===== src/hdl/jcr_pkg.sv =====
// Shared types and constants for the jet color ramp.
// No dependencies.
`timescale 1ns / 1ps

package jcr_pkg;

  // register map: one 32-bit register every 4 bytes
  localparam int ADDR_BITS = 3;
  localparam logic REG_RANGE_LOW  = 1'b0;
  localparam logic REG_RANGE_HIGH = 1'b1;

  // t carries two segment bits above the channel ramp; the quotient has one more
  // bit so that the top of the range (t = 4.0 in ramp units) can be seen and saturated
  localparam int SEG_BITS   = 2;
  localparam int QUOT_EXTRA = SEG_BITS + 1;
  // clamp stage, offset stage and output stage around the divider steps
  localparam int PIPE_EXTRA = 3;

  typedef enum logic [SEG_BITS-1:0] {
    SEG_BLUE_CYAN    = 2'd0,
    SEG_CYAN_GREEN   = 2'd1,
    SEG_GREEN_YELLOW = 2'd2,
    SEG_YELLOW_RED   = 2'd3
  } seg_t;

  // control that travels alongside each word in the pipeline
  typedef struct packed {
    logic valid;
    logic err;
  } jcr_ctl_t;

endpackage


===== src/hdl/jcr_div_step.sv =====
// One registered radix-2 restoring division step of the jet color ramp divider.
// Depends on jcr_pkg for the control struct.
`timescale 1ns / 1ps

module jcr_div_step #(
  parameter int  DATA_BITS  = 16,
  parameter int  QUOT_BITS  = 11,
  parameter bit  FIRST_STEP = 1'b0
) (
  input  logic                   clk,
  input  logic                   rst,
  input  jcr_pkg::jcr_ctl_t      ctl_in,
  input  logic [DATA_BITS-1:0]   rem_in,
  input  logic [DATA_BITS-1:0]   dv_in,
  input  logic [QUOT_BITS-1:0]   q_in,
  output jcr_pkg::jcr_ctl_t      ctl_out,
  output logic [DATA_BITS-1:0]   rem_out,
  output logic [DATA_BITS-1:0]   dv_out,
  output logic [QUOT_BITS-1:0]   q_out
);
  import jcr_pkg::*;

  logic [DATA_BITS:0] cand;
  logic [DATA_BITS:0] diff;
  logic               ge;

  // first step compares the offset itself, later steps the doubled remainder
  always_comb begin
    if (FIRST_STEP) begin
      cand = {1'b0, rem_in};
    end else begin
      cand = {rem_in, 1'b0};
    end
    diff = cand - {1'b0, dv_in};
    ge   = (cand >= {1'b0, dv_in});
  end

  always_ff @(posedge clk) begin
    if (rst) begin
      ctl_out <= '0;
    end else begin
      ctl_out <= ctl_in;
    end
  end

  // remainder stays below the divisor, so the top bit drops
  always_ff @(posedge clk) begin
    rem_out <= ge ? diff[DATA_BITS-1:0] : cand[DATA_BITS-1:0];
    dv_out  <= dv_in;
    q_out   <= {q_in[QUOT_BITS-2:0], ge};
  end

endmodule


===== src/hdl/jet_color_ramp.sv =====
// Top level of the jet color ramp: config registers, clamp, divider pipeline, color map.
// Depends on jcr_pkg and jcr_div_step.
`timescale 1ns / 1ps

// Maps one signed sample per clock to a jet-style RGB color. A sample is taken at
// every clock edge where start is high and busy is low; busy is high only during
// reset, so a full-rate stream is accepted. Each result appears on red, green, blue
// and range_error for exactly one cycle with done high, in input order. A sample
// passes a clamp stage, an offset stage, the divider (one registered restoring
// step per quotient bit, COLOR_BITS + 3 of them) and an output stage.
// The receiver must take every word as it comes. range_low and range_high are
// written over the APB port at byte addresses 0 and 4; change them only while no
// sample is in flight. When range_high <= range_low, range_error is set and the
// color is pure blue.
module jet_color_ramp #(
  parameter int SAMPLE_BITS = 16,
  parameter int COLOR_BITS  = 8
) (
  input  logic                          clk,
  input  logic                          rst,
  // sample channel
  input  logic                          start,
  output logic                          busy,
  input  logic signed [SAMPLE_BITS-1:0] sample,
  // result channel
  output logic                          done,
  output logic [COLOR_BITS-1:0]         red,
  output logic [COLOR_BITS-1:0]         green,
  output logic [COLOR_BITS-1:0]         blue,
  output logic                          range_error,
  // configuration
  input  logic                          psel,
  input  logic                          penable,
  input  logic                          pwrite,
  input  logic [jcr_pkg::ADDR_BITS-1:0] paddr,
  input  logic [31:0]                   pwdata,
  output logic [31:0]                   prdata,
  output logic                          pready
);
  import jcr_pkg::*;

  localparam int QUOT_BITS = COLOR_BITS + QUOT_EXTRA;
  localparam int T_BITS    = COLOR_BITS + SEG_BITS;
  localparam logic signed [SAMPLE_BITS-1:0] RESET_HIGH = SAMPLE_BITS'(32'sd32767);

  // ---------------- configuration ----------------
  logic signed [SAMPLE_BITS-1:0] range_low;
  logic signed [SAMPLE_BITS-1:0] range_high;
  logic                          cfg_write;

  assign pready    = 1'b1;
  assign cfg_write = psel && penable && pwrite && pready;

  always_ff @(posedge clk) begin
    if (rst) begin
      range_low  <= '0;
      range_high <= RESET_HIGH;
    end else if (cfg_write) begin
      if (paddr[2] == REG_RANGE_LOW) begin
        range_low <= pwdata[SAMPLE_BITS-1:0];
      end else begin
        range_high <= pwdata[SAMPLE_BITS-1:0];
      end
    end
  end

  always_comb begin
    if (paddr[2] == REG_RANGE_LOW) begin
      prdata = 32'(unsigned'(range_low));
    end else begin
      prdata = 32'(unsigned'(range_high));
    end
  end

  assign busy = rst;

  // ---------------- stage 1: clamp ----------------
  jcr_ctl_t                      ctl_c;
  logic signed [SAMPLE_BITS-1:0] clamped;
  logic signed [SAMPLE_BITS-1:0] clamp_next;
  logic                          bad_range;

  assign bad_range = !(range_high > range_low);

  always_comb begin
    if (sample < range_low) begin
      clamp_next = range_low;
    end else if (sample > range_high) begin
      clamp_next = range_high;
    end else begin
      clamp_next = sample;
    end
  end

  always_ff @(posedge clk) begin
    if (rst) begin
      ctl_c <= '0;
    end else begin
      ctl_c.valid <= start && !busy;
      ctl_c.err   <= bad_range;
    end
  end

  always_ff @(posedge clk) begin
    clamped <= clamp_next;
  end

  // ---------------- stage 2: offset and span ----------------
  // for a valid range both differences are non-negative and fit SAMPLE_BITS unsigned
  logic signed [SAMPLE_BITS:0] offs_wide;
  logic signed [SAMPLE_BITS:0] span_wide;

  assign offs_wide = (SAMPLE_BITS+1)'(clamped) - (SAMPLE_BITS+1)'(range_low);
  assign span_wide = (SAMPLE_BITS+1)'(range_high) - (SAMPLE_BITS+1)'(range_low);

  jcr_ctl_t               ctl_s [0:QUOT_BITS];
  logic [SAMPLE_BITS-1:0] rem_s [0:QUOT_BITS];
  logic [SAMPLE_BITS-1:0] dv_s  [0:QUOT_BITS];
  logic [QUOT_BITS-1:0]   q_s   [0:QUOT_BITS];

  always_ff @(posedge clk) begin
    if (rst) begin
      ctl_s[0] <= '0;
    end else begin
      ctl_s[0] <= ctl_c;
    end
  end

  // a bad range divides zero by one, which lands on t = 0
  always_ff @(posedge clk) begin
    if (ctl_c.err) begin
      rem_s[0] <= '0;
      dv_s[0]  <= SAMPLE_BITS'(1);
    end else begin
      rem_s[0] <= offs_wide[SAMPLE_BITS-1:0];
      dv_s[0]  <= span_wide[SAMPLE_BITS-1:0];
    end
    q_s[0] <= '0;
  end

  // ---------------- divider: one quotient bit per stage ----------------
  for (genvar i = 0; i < QUOT_BITS; i++) begin : g_div
    jcr_div_step #(
      .DATA_BITS (SAMPLE_BITS),
      .QUOT_BITS (QUOT_BITS),
      .FIRST_STEP(i == 0)
    ) u_step (
      .clk    (clk),
      .rst    (rst),
      .ctl_in (ctl_s[i]),
      .rem_in (rem_s[i]),
      .dv_in  (dv_s[i]),
      .q_in   (q_s[i]),
      .ctl_out(ctl_s[i+1]),
      .rem_out(rem_s[i+1]),
      .dv_out (dv_s[i+1]),
      .q_out  (q_s[i+1])
    );
  end

  // ---------------- output stage: saturate and map ----------------
  logic [QUOT_BITS-1:0]  quot;
  logic [T_BITS-1:0]     t_sat;
  logic [COLOR_BITS-1:0] ramp;
  seg_t                  seg;
  logic [COLOR_BITS-1:0] red_next;
  logic [COLOR_BITS-1:0] green_next;
  logic [COLOR_BITS-1:0] blue_next;

  assign quot  = q_s[QUOT_BITS];
  // only the very top of the range sets the extra quotient bit
  assign t_sat = quot[QUOT_BITS-1] ? '1 : quot[T_BITS-1:0];
  assign ramp  = t_sat[COLOR_BITS-1:0];
  assign seg   = seg_t'(t_sat[T_BITS-1:COLOR_BITS]);

  always_comb begin
    case (seg)
      SEG_BLUE_CYAN: begin
        red_next   = '0;
        green_next = ramp;
        blue_next  = '1;
      end
      SEG_CYAN_GREEN: begin
        red_next   = '0;
        green_next = '1;
        blue_next  = ~ramp;
      end
      SEG_GREEN_YELLOW: begin
        red_next   = ramp;
        green_next = '1;
        blue_next  = '0;
      end
      default: begin
        red_next   = '1;
        green_next = ~ramp;
        blue_next  = '0;
      end
    endcase
  end

  always_ff @(posedge clk) begin
    if (rst) begin
      done <= 1'b0;
    end else begin
      done <= ctl_s[QUOT_BITS].valid;
    end
  end

  always_ff @(posedge clk) begin
    red         <= red_next;
    green       <= green_next;
    blue        <= blue_next;
    range_error <= ctl_s[QUOT_BITS].err;
  end

endmodule


===== config.mk =====
export PLATFORM = sky130hd
export DESIGN_NAME = jet_color_ramp
export DESIGN_NICKNAME = d
export VERILOG_FILES = /design/src/hdl/jcr_pkg.sv /design/src/hdl/jcr_div_step.sv /design/src/hdl/jet_color_ramp.sv
export SDC_FILE = /design/constraint.sdc
export NUM_CORES = 1
export LEC_CHECK = 0
export BUFFER_PORTS_ARGS = -buffer_cell sky130_fd_sc_hd__buf_4
export CAP_MARGIN = 10
export CORE_AREA = 2 2 253 255
export CTS_CLUSTER_SIZE = 20
export DETAILED_ROUTE_END_ITERATION = 6
export DIE_AREA = 0 0 255 257
export GPL_ROUTABILITY_DRIVEN = 0
export PLACE_DENSITY = 0.54
export SYNTH_ARGS = -nofsm -noshare
export SYNTH_HDL_FRONTEND = slang
export SYNTH_SLANG_ARGS = --single-unit

===== constraint.sdc =====
create_clock -name clk -period 3.3 [get_ports clk]
set_input_delay 0.165 -clock clk [delete_from_list [all_inputs] [get_ports clk]]
set_output_delay 0.165 -clock clk [all_outputs]
set_load 0.005 [all_outputs]

## Word level (Yosys, flattened, before mapping)

Cells that the tools add are included.

| storage, ports and cells | value |
|---|---|
| bits in read-only memories | 0 |
| input bits | 57 |
| memory bits (writable) | 0 |
| register bits after elaboration | 518 |
| latch bits | 0 |
| memories | 0 |
| output and inout bits | 60 |
| logic and storage cells | 133 |

| operators by class | value |
|---|---|
| div/mod/pow operators | 0 |
| equal/unequal tests | 2 |
| order comparisons | 14 |
| $mul | 0 |
| bitwise gates (word level) | 2 |
| reductions and logical operators | 10 |
| shift operators | 0 |
| $add $sub $neg | 12 |
| mux-type cells | 17 |

Operators by type and width:

| cell | count |
|---|---|
| 2-to-1 mux 16 bit | 13 |
| subtractor 16 bit | 12 |
| >= comparator 17 x 16 -> 1 bit | 10 |
| case mux 8 bit (2 select lines) | 3 |
| greater-than comparator 16 bit | 2 |
| >= comparator 16 bit | 1 |
| < comparator 16 bit | 1 |
| 2-to-1 mux 10 bit | 1 |
| NOT 8 bit | 1 |
| AND reduction 2 bit | 2 |
| OR reduction 2 bit | 2 |
| logical AND 1 bit | 3 |
| equality test 2 x 1 -> 1 bit, second input constant | 1 |
| equality test 2 bit, second input constant | 1 |
| logical NOT 1 bit | 2 |
| logical NOT 2 bit | 1 |
| NOT 1 bit | 1 |

## Longest topological paths before layout

Gate-level depths: netlist of the first run.

| depth | value |
|---|---|
| depth after elaboration | 4 |
| gate-level depth with buffers | 12 |
| gate-level depth less buffers | 11 |

## By module

A second synthesis of the first run with hierarchy kept.

| unflattened totals | value |
|---|---|
| cell total of the unflattened synthesis | 2,909 |
| area total of the unflattened synthesis | 28,795.1 um^2 |

By module, submodules not included:

| module | cells an instance | times used | area an instance (um^2) | sequential area each (um^2) |
|---|---|---|---|---|
| jcr_div_step (g_div[10].u_step ...) | 201 | 10 | 2,064.5 | 900.9 |
| jet_color_ramp | 700 | 1 | 6,052.1 | 2,202.1 |
| jcr_div_step (g_div[0].u_step) | 199 | 1 | 2,098.3 | 900.9 |

## Worst setup path after synthesis of the first run

Ideal clock, no wire load.

| timing | value |
|---|---|
| kind | flip-flop to flip-flop |
| start | register g_div[2].u_step.dv_out[1] (netlist name) |
| end | register g_div[3].u_step.rem_out[10] (netlist name) |
| setup slack | 742 ps |
| required time | 3,179 ps |
| setup time | 121 ps |
| path buffers | 1 |
| arrival time | 2,437 ps |
| clock period less this slack | 2,558 ps |
| stages on the path, launching flop included | 11 |
| cells stage by stage | dfxtp_1 > inv_1 > ha_1 > nor2b_1 > o31ai_2 > a21oi_1 > a2111oi_2 > nor2_1 > a21oi_4 > buf_6 > mux2_4 |

| between the ends | value |
|---|---|
| cells in the longest elaborated chain, start to end | 2 |
| elaborated cells on any way between the ends | 3 |
| those cells by class | add/sub: 1; order compare: 1; mux: 1 |

RTL lines:

| item | line | source |
|---|---|---|
| subtractor 16 bit or >= comparator 17 x 16 -> 1 bit (tied branches) | jcr_div_step.sv:34, jcr_div_step.sv:35 |  |
| 2-to-1 mux 16 bit (*) | jcr_div_step.sv:48 | `rem_out <= ge ? diff[DATA_BITS-1:0] : cand[DATA_BITS-1:0];` |

Every way passes the cells marked *; elsewhere a longest branch is shown, timed or not.
A chain may end at the register's enable or synchronous reset.

## Final worst setup path of the first run

| timing | value |
|---|---|
| start | register rem_s[176] (netlist bit) |
| end | register g_div[0].u_step.rem_out[4] (netlist name) |

| between the ends | value |
|---|---|
| cells in the longest elaborated chain, start to end | 2 |
| elaborated cells on any way between the ends | 3 |
| those cells by class | add/sub: 1; order compare: 1; mux: 1 |

RTL lines:

| item | line | source |
|---|---|---|
| start, declared | jet_color_ramp.sv:117 | `logic [SAMPLE_BITS-1:0] rem_s [0:QUOT_BITS];` |
| subtractor 16 bit or >= comparator 16 bit (tied branches) | jcr_div_step.sv:34, jcr_div_step.sv:35 |  |
| 2-to-1 mux 16 bit (*) | jcr_div_step.sv:48 |  |

Marks and branches as above.

==> key figures, run 1 <==
Outcome
  • Status: completed

Yosys
  • Post-synthesis mux area share: 5.80%
  • Adder and majority gate portion of the synthesized area: about an eighth
  • Synth Cell Area: 24900 sq um
  • Number of synthesized register bits: a little over 500
  • Post-synthesis cell count: between 2000 and 3000
  • Synth Area per Inst: 9.31 sq um
  • Yosys warnings: 0
  • XOR/XNOR Fraction of Synth Area: under 10%
  • Post-synthesis compound-gate area fraction: ~17%
  • Largest family of logic cells by synthesized area: compound AO/OA/AOI/OAI gates
  • Post-synthesis async set-or-reset flop share: 0%
  • Sequential share of the synthesized area: 41.6%
  • Top_reg_cell synth: dfxtp_1
  • Post-synth cell types: 91
  • Post-Synth Simple-Gate Area: between 10 and 15%
  • EDFF count, synth: 0

Floorplan
  • I/O Pins: 117
  • Die area: 65500 sq um
  • Die extent in y: 257 um
  • Initial Util: 39.7%
  • Core area: roughly 63000 sq um
  • Rows: 92
  • Die width: 255 um

Setup path
  • Nature of the critical path endpoint: register
  • Setup crit start: rem_s[176]
  • Critical path class: register to register
  • Worst setup SP type: register
  • Setup slack, reg-to-reg: 0.39 ns
  • Reg2Reg Depth: 11
  • Worst reg2reg path endpoint: g_div[0].u_step.rem_out[4]
  • Worst-path maximum fanout: 17
  • Worst R2R Start: rem_s[176]
  • CP Data Required Time: 3.78 ns
  • Critical path arrival: 3.39 ns

STA
  • Final Hold Viols: 0
  • RSZ-0062 raised after global routing: false
  • Worst slew pin tran: 0.812 ns
  • Final worst path period need: ~2.9 ns
  • Max Transition Viols Final: 0
  • Max Clk Rate: between 300 and 400 MHz
  • Max-Slew Margin vs Limit: 45.3%
  • Skew final: about 0.02 ns
  • Final setup fails: 0
  • Worst hold margin: approximately 0.063 ns
  • Setup tns final: 0 ns
  • Final worst-path cycle share: between 80% and 90%

Clocking
  • Clk buf depth: 3
  • Worst-path clk slew: around 0.060 ns
  • TritonCTS clock tree: built
  • Insertion delay to the later sink of the worst-skew pair: between 0.6 and 0.7 ns
  • H-tree levels: 2
  • CTS Root Cell: clkbuf_16
  • Total CTS buffers: 55
  • Clock tree sinks: 518

Global route
  • Number of global-route vias before repair: 18469
  • Grt ovf: 0
  • All-Layer GR Usage: 17.0%
  • Largest net degree at the start of global routing: 61
  • Antenna violations before repair: 0
  • Wire length of the first global-routing pass: 91200 um

Power and ir drop
  • Power density of the placed cells: 954 nW/um^2
  • Leak pwr: around 14 nW
  • IR drop worst, VDD: 0.000470 V

Job
  • Max_cap viols: 0

Detailed routing
  • Final wirelength: about 56000 um
  • Via count: 18601
  • Iter 0 DRT Violations: 811
  • DR pass1 iterations: 5
  • Routed Antenna Nets: 0
  • Vias per cell: 5.03
  • Wirelength per Cell: 15.2 um
  • DRC viols: 0

Layout
  • Filler cells: 5973
  • # diodes: 0
  • Nets@finish: 3116
  • Area delta synth->final: 15.0%
  • Layout cells sized above 1: 11.5%

Placed design
  • Port bufs: 81
  • Post-DP HPWL: around 44000 um

Min path
  • Beginning of the worst hold path: penable
  • Hold Path Cell Cnt: 5
  • Worst hold path class: input port to register
  • Hold Crit Endpoint: range_low[0]
-- state kept, by name, indices dropped and copies added (netlist names) --
signal / cells
done: 1
rem_s: 16
ctl_c: 2
range_high: 16
clamped: 16
range_error: 1
g_div.u_step.rem_out: 160
g_div.u_step.q_out: 66
green: 8
blue: 8
range_low: 16
g_div.u_step.dv_out: 160
ctl_s: 2
g_div.u_step.ctl_out: 22
dv_s: 16
red: 8
-- critical path, stage by stage (launching register included) --
cell      delay (ns)
dfxtp_1         0.31
inv_1           0.07
ha_1            0.16
inv_1           0.05
fa_1            0.42
a211oi_1        0.31
o21a_1          0.18
o21ai_0         0.12
a21oi_1         0.40
o41a_2          0.26
o21ai_4         0.17
mux2_2          0.32
-- cells in the mapped netlist, drive strengths merged, types with 24 or more instances --
| cell type | n | area share (%) |
|---|---|---|
| a211o | 28 | 0.99 |
| a21o | 43 | 1.3 |
| a21oi | 179 | 3.7 |
| a31oi | 24 | 0.66 |
| buf | 41 | 1.2 |
| clkbuf | 34 | 0.51 |
| dfxtp | 518 | 42 |
| ha | 241 | 12 |
| inv | 280 | 4.2 |
| mux2 | 100 | 4.7 |
| mux2i | 27 | 1.1 |
| nand2 | 191 | 2.9 |
| nand2b | 34 | 0.85 |
| nand3 | 58 | 1.2 |
| nor2 | 183 | 2.8 |
| nor2b | 62 | 1.6 |
| nor3 | 27 | 0.54 |
| o21a | 34 | 1.0 |
| o21ai | 192 | 3.9 |
| xnor2 | 70 | 2.5 |
| xor2 | 51 | 1.8 |
-- per-stage QoR --
step / area (sq um) / total power (W) / worst slack (ns) / utilization (%) / instances
floorplan: 25000 / 0.0182 / 0.742 / - / 2694
global placement: 26400 / 0.0206 / 0.255 / 42.1 / 3564
detailed placement: 26400 / 0.0209 / 0.251 / 42.1 / 3564
CTS: 28700 / 0.0276 / 0.226 / 45.7 / 3698
global route: 28700 / 0.0294 / 0.197 / 45.7 / 3698
finish: 28700 / 0.0274 / 0.393 / 45.7 / 3698
-- final cells by class --
type	instances	area, sq um	share of cell area, %
Tap cell	846	1060	3.69
Timing Repair Buffer	130	1070	3.72
Inverter	280	1050	3.66
Multi-Input combinational cell	1821	13200	45.9
Clock buffer	79	1640	5.71
Sequential cell	518	10400	36.1
Clock inverter	24	327	1.14
-- logic make-up (layout without fill, tap and decap cells) --
| family | Yosys count | count (layout) |
|---|---|---|
| XOR/XNOR | 121 | 121 |
| multiplexers | 127 | 127 |
| buffers and inverters | 355 | 513 |
| AND/OR/NAND/NOR | 651 | 651 |
| other | 2 | 17 |
| flip-flops | 518 | 518 |
| AO/OA/AOI/OAI | 652 | 652 |
| adder cells (fa/ha/maj) | 253 | 253 |
-- power by group --
part           switching (W)  internal (W)  leakage (nW)
combinational        0.00601       0.00544          8.31
clock                0.00253       0.00400         0.971
sequential           0.00107       0.00830          4.32
total                0.00961        0.0177          13.6
-- repair_timing --
item                                    4_1_cts  5_1_grt
endpoints found under the setup margin        0       15
buffers inserted                              0        0
resized for setup                             0        1
hold buffers                                 31        0
hold endpoints to repair                     47        0
-- worst max-delay path by stage --
stage / to / slack, ns / cells past startpoint
2_1_floorplan: g_div[3].u_step.rem_out[10] / 0.74 / 10
3_3_place_gp: g_div[0].u_step.rem_out[7] / 0.26 / 11
3_5_place_dp: g_div[0].u_step.rem_out[13] / 0.25 / 11
4_1_cts: g_div[0].u_step.rem_out[4] / 0.23 / 11
5_1_grt: g_div[0].u_step.rem_out[2] / 0.20 / 11
6_report: g_div[0].u_step.rem_out[4] / 0.39 / 11
-- routing by layer --
| layer | vias up | wire length, um | GRT usage, % |
|---|---|---|---|
| li1 | 9494 | - | - |
| met1 | 8611 | 24100 | 20.1 |
| met2 | 360 | 27700 | 30.4 |
| met3 | 136 | 2060 | 2.34 |
| met4 | 0 | 2210 | 7.54 |
| met5 | - | 0 | 0 |
-- cell usage in the layout, fill, tap and decap left out, drive strengths merged, types with 28 or more instances in the layout --
master       instances
dfxtp              518
a21o                43
nand2              191
a211o               28
o21ai              192
buf                 99
dlygate4sd3         31
inv                282
nor2               183
xnor2               70
nand3               58
ha                 241
clkbuf              79
xor2                51
o21a                34
nor2b               62
mux2               100
a21oi              179
nand2b              34
Note: power is estimated with default switching activity, not from simulation.
==> run 2: changes to the inputs <==
--- a/config.mk
+++ b/config.mk
@@ -12,7 +12,9 @@
 export DETAILED_ROUTE_END_ITERATION = 6
 export DIE_AREA = 0 0 255 257
 export GPL_ROUTABILITY_DRIVEN = 0
+export GPL_TIMING_DRIVEN = 0
 export PLACE_DENSITY = 0.54
+export SETUP_SLACK_MARGIN = 0.05
 export SYNTH_ARGS = -nofsm -noshare
 export SYNTH_HDL_FRONTEND = slang
 export SYNTH_SLANG_ARGS = --single-unit
==> constraint.sdc (replaced) <==
create_clock -name clk -period 3.3 [get_ports clk]
set_input_delay 0 -clock clk [delete_from_list [all_inputs] [get_ports clk]]
set_output_delay 0 -clock clk [all_outputs]
set_load 0.005 [all_outputs]
==> key figures, run 2 (synthesis results as in run 1) <==
Detailed routing
  • Via count: 19166
  • Iter 0 DRT Violations: slightly below 1000
  • DRC viols: 0
  • Routed Antenna Nets: 0
  • Wirelength per Cell: 15.8 um
  • DR pass1 iterations: 6
  • Final wirelength: between 50000 and 60000 um
  • Vias per cell: 5.08

Power and ir drop
  • Power density of the placed cells: 962 nW/um^2
  • Leak pwr: roughly 14 nW
  • IR drop worst, VDD: 0.000499 V

Clocking
  • Worst-path clk slew: 0.07 ns
  • Clock tree sinks: 518
  • TritonCTS clock tree: built
  • H-tree levels: 2
  • Total CTS buffers: 54
  • Insertion delay to the later sink of the worst-skew pair: 0.61 ns
  • Clk buf depth: 3
  • CTS Root Cell: clkbuf_16

Setup path
  • WP buf/inv: 2
  • Critical path arrival: 3.50 ns
  • CP Capture Point: g_div[8].u_step.rem_out[8]
  • CP Data Required Time: 3.78 ns
  • Reg2Reg Depth: 9
  • Nature of the critical path endpoint: register
  • Worst R2R Start: g_div[7].u_step.dv_out[1]
  • Largest stage delay on the critical path: 0.44 ns
  • Critical Path Stages: 9
  • CP Cell Sequence: inv_1, ha_1, nor2b_1, o31ai_1, a21oi_1, a211oi_1, o21ai_1, buf_2, mux2_2
  • Critical path class: register to register
  • Cell family with most CP delay: compound AO/OA/AOI/OAI gates
  • Worst reg2reg path endpoint: g_div[8].u_step.rem_out[8]
  • Slowest CP cell: a211oi_1
  • Setup crit start: g_div[7].u_step.dv_out[1]
  • Worst setup SP type: register
  • Setup slack, reg-to-reg: 0.28 ns
  • Worst-path maximum fanout: 10

STA
  • Final setup fails: 0
  • Setup tns final: 0 ns
  • Final Hold Viols: 0
  • Final worst path period need: 3.02 ns
  • Setup ws final: ~0.28 ns
  • Max Clk Rate: 331 MHz
  • Skew final: 0.0242 ns
  • Final worst-path cycle share: 91.6%
  • Worst slew pin tran: 0.913 ns
  • RSZ-0062 raised after global routing: false
  • Worst hold margin: 0.0650 ns
  • Max Transition Viols Final: 0
  • Max-Slew Margin vs Limit: 38.3%

Global route
  • Grt ovf: 0
  • Number of global-route vias before repair: 18846
  • Largest net degree at the start of global routing: 15
  • All-Layer GR Usage: 18.0%
  • Wire length of the first global-routing pass: 95700 um
  • Antenna violations before repair: 0

Layout
  • Largest regs: g_div.u_step.dv_out (160), g_div.u_step.rem_out (160), g_div.u_step.q_out (66)
  • # diodes: 0
  • Cell Count, Final, Fillers Out: 3774
  • Leading cell type in the layout, fill and taps excluded: dfxtp_1
  • Filler cells: 5998
  • Most frequent cells in the layout: 518 x dfxtp_1, 279 x inv_1, 241 x ha_1
  • Area of the multi-input gates: 13200 sq um
  • Nets@finish: roughly 3200
  • Area delta synth->final: 17.4%
  • Layout cells sized above 1: a little under an eighth
  • Register area: approximately 10000 sq um
  • Final core utilization: 46.7%

Floorplan
  • Initial Util: between 30% and 40%
  • Die area: 65500 sq um
  • I/O Pins: 117
  • Die extent in y: 257 um
  • Rows: approximately 90
  • Die width: 255 um
  • Core area: 62700 sq um

Placed design
  • Dpl ws: ~0.15 ns
  • Post-DP HPWL: 46600 um
  • Port bufs: 79
  • Post-Place Cells: ~3600

Job
  • Max_cap viols: 0

Outcome
  • Status: completed

Min path
  • Worst hold path class: input port to register
## run 2: metrics by stage
stage / power, W / cell area, sq um
2_1_floorplan: 0.0182 / 25000
3_3_place_gp: 0.0209 / 26600
3_5_place_dp: 0.0212 / 26600
4_1_cts: 0.0283 / 29200
5_1_grt: 0.0302 / 29300
6_report: 0.0281 / 29300
## run 2: report_power, final
group	internal, W	total (W)	switching [W]
sequential	0.00830	0.00935	0.00104
combinational	0.00552	0.0119	0.00634
clock	0.00436	0.00693	0.00257
total	0.0182	0.0281	0.00996
## run 2: final cells by class
cell class                      instances  share of cell area, %
Multi-Input combinational cell       1821                   45.0
Sequential cell                       518                   35.4
Clock buffer                           70                   5.20
Timing Repair Buffer                  134                   3.88
Tap cell                              846                   3.62
Inverter                              280                   3.59
Clock inverter                         30                   1.89
Buffer                                 75                   1.44
## run 2: how the worst min path moves through the flow
stage          startpoint  slack [ns]  cells past startpoint      endpoint
2_1_floorplan         rst        0.08                      1          busy
3_3_place_gp          rst        0.17                      2          busy
3_5_place_dp          rst        0.17                      2          busy
4_1_cts          paddr[2]        0.03                      4  range_low[4]
5_1_grt          paddr[2]        0.09                      4  range_low[2]
6_report         paddr[2]        0.06                      4  range_low[4]
## run 2: timing repair
item | in CTS | in global routing
endpoints found under the hold margin | 72 | 0
setup buffers | 0 | 3
setup endpoints to repair | 0 | 30
gates resized for setup | 0 | 3
hold buffers | 52 | 0
## run 2: worst register-to-register path, stage by stage (launching register included)
cell,delay [ns]
dfxtp_1,0.37
inv_1,0.06
ha_1,0.30
nor2b_1,0.15
o31ai_1,0.43
a21oi_1,0.30
a211oi_1,0.44
o21ai_1,0.27
buf_2,0.28
mux2_2,0.31
## run 2: metal layers
metal  track usage, %  up-vias  wire length [um]
met5                0        -                 0
met4             6.29        0              1800
met3             2.55      117              2220
met2             32.5      400             29800
met1             21.6     8991             25800
li1                 -     9658                 -
==> run 3: changes to the inputs <==
--- a/config.mk
+++ b/config.mk
@@ -7,13 +7,16 @@
 export LEC_CHECK = 0
 export BUFFER_PORTS_ARGS = -buffer_cell sky130_fd_sc_hd__buf_4
 export CAP_MARGIN = 10
+export CELL_PAD_IN_SITES_DETAIL_PLACEMENT = 2
+export CELL_PAD_IN_SITES_GLOBAL_PLACEMENT = 2
 export CORE_AREA = 2 2 253 255
+export CTS_BUF_LIST = sky130_fd_sc_hd__clkbuf_4 sky130_fd_sc_hd__clkbuf_8
 export CTS_CLUSTER_SIZE = 20
 export DETAILED_ROUTE_END_ITERATION = 6
 export DIE_AREA = 0 0 255 257
 export GPL_ROUTABILITY_DRIVEN = 0
 export GPL_TIMING_DRIVEN = 0
-export PLACE_DENSITY = 0.54
+export PLACE_DENSITY = 0.78
 export SETUP_SLACK_MARGIN = 0.05
 export SYNTH_ARGS = -nofsm -noshare
 export SYNTH_HDL_FRONTEND = slang
==> key figures, run 3 (synthesis results as in run 1) <==
Layout
  • Final core utilization: 46.9%
  • Area delta synth->final: 18.1%
  • Filler cells: 6693
  • Nets@finish: between 3000 and 4000
  • Area of the multi-input gates: between 10000 and 15000 sq um
  • Leading cell type in the layout, fill and taps excluded: dfxtp_1
  • Layout cells sized above 1: 14.4%
  • Register area: 10400 sq um
  • Most frequent cells in the layout: 518 x dfxtp_1, 279 x inv_1, 241 x ha_1
  • Largest regs: g_div.u_step.dv_out (160), g_div.u_step.rem_out (160), g_div.u_step.q_out (66)

STA
  • Final Hold Viols: 0
  • Max Clk Rate: 317 MHz
  • Setup ws final: 0.147 ns
  • RSZ-0062 raised after global routing: false
  • Max Transition Viols Final: 0
  • Skew final: between 0.03 and 0.04 ns
  • Worst slew pin tran: slightly below 0.9 ns
  • Setup tns final: 0 ns
  • Final setup fails: 0
  • Max-Slew Margin vs Limit: 40.0%
  • Final worst path period need: about 3.2 ns
  • Final worst-path cycle share: 95.5%

Clocking
  • TritonCTS clock tree: built
  • CTS Root Cell: clkbuf_8
  • Clk buf depth: 3
  • Worst-path clk slew: 0.06 ns
  • Clock tree sinks: 518
  • Insertion delay to the later sink of the worst-skew pair: roughly 0.68 ns
  • H-tree levels: 3
  • Total CTS buffers: around 90

Placed design
  • Port bufs: 79
  • Dpl ws: 0.0224 ns
  • Post-DP HPWL: about 58000 um

Global route
  • Number of global-route vias before repair: 23430
  • Wire length of the first global-routing pass: 130000 um
  • All-Layer GR Usage: 25.0%
  • Grt ovf: 0
  • Antenna violations before repair: 1
  • Largest net degree at the start of global routing: 13

Detailed routing
  • Via count: roughly 20000
  • Vias per cell: 5.27
  • DRC viols: 0
  • Wirelength per Cell: 21.2 um
  • Iter 0 DRT Violations: around 800
  • DR pass1 iterations: 5
  • Final wirelength: 81400 um
  • Routed Antenna Nets: 0

Floorplan
  • Die width: 255 um
  • Die area: between 60000 and 70000 sq um
  • I/O Pins: about 120
  • Core area: 62700 sq um
  • Rows: 92
  • Initial Util: about two fifths
  • Die extent in y: 257 um

Min path
  • Beginning of the worst hold path: pwdata[3]
  • Worst hold path class: input port to register

Setup path
  • Worst-path maximum fanout: 10
  • Nature of the critical path endpoint: register
  • CP Data Required Time: 3.86 ns
  • Critical path arrival: between 3 and 4 ns
  • Worst setup SP type: register
  • Critical path class: register to register
  • Worst R2R Start: dv_s[176]
  • Setup crit start: dv_s[176]

Job
  • Max_cap viols: 0

Outcome
  • Status: completed

Power and ir drop
  • Power density of the placed cells: between 900 and 1000 nW/um^2
  • Leak pwr: 14.0 nW
  • IR drop worst, VDD: 0.000355 V
  • Final Power: 0.0294 W
==> run 3: final cells by class <==
class | count | area share (%)
multi-input cells | 1821 | 44.8
flip-flops and latches | 518 | 35.2
clock buffers | 146 | 6.27
repair buffers | 134 | 3.87
well taps | 846 | 3.60
inverters | 280 | 3.57
plain buffers | 75 | 1.45
clock inverters | 26 | 1.16
diodes | 2 | 0.0170
==> run 3: metrics by stage <==
stage	instances	area (sq um)	hold slack (ns)
final	3848	29400	0.152
after floorplan	2694	25000	0.0808
after CTS	3846	29400	0.0400
after detailed placement	3619	26600	0.169
after global placement	3619	26600	0.167
after global routing	3847	29400	0.157
==> run 3: where the power goes <==
group	switching, W	internal, W
Sequential	0.00118	0.00831
Clock	0.00284	0.00419
Combinational	0.00724	0.00560
Total	0.0113	0.0181
==> run 3: repair_timing <==
action,4_1_cts,5_1_grt
gates cloned,0,0
gates resized for setup,3,17
hold buffers,53,0
endpoints found under the setup margin,34,59
buffers inserted,2,0
hold endpoints to repair,73,0
pin swaps,2,0
==> run 3: path summary, 6_finish.rpt <==
kind	endpoint	slack, ns	depth (start not counted)
worst min-delay path	range_low[3]	0.15	4
worst max register to register	g_div[0].u_step.rem_out[14]	0.15	11
worst min register to register	g_div[7].u_step.q_out[3]	0.33	0
worst max-delay path	g_div[0].u_step.rem_out[14]	0.15	11
==> run 3: per-layer routing <==
| metal | up-vias | GRT usage (%) | wire, um |
|---|---|---|---|
| li1 | 9751 | - | - |
| met2 | 285 | 47.1 | 43300 |
| met3 | 157 | 3.09 | 1900 |
| met4 | 0 | 8.45 | 2270 |
| met5 | - | 0 | 0 |
| met1 | 10078 | 28.8 | 33900 |
==> run 3: critical path: stages, from the launching register on <==
cell,delay (ns)
dfxtp_1,0.34
ha_1,0.22
inv_1,0.08
fa_1,0.26
a211oi_2,0.11
o21a_1,0.19
o21ai_0,0.34
a21oi_2,0.19
o41a_2,0.18
o21ai_2,0.50
buf_6,0.25
mux2_2,0.37
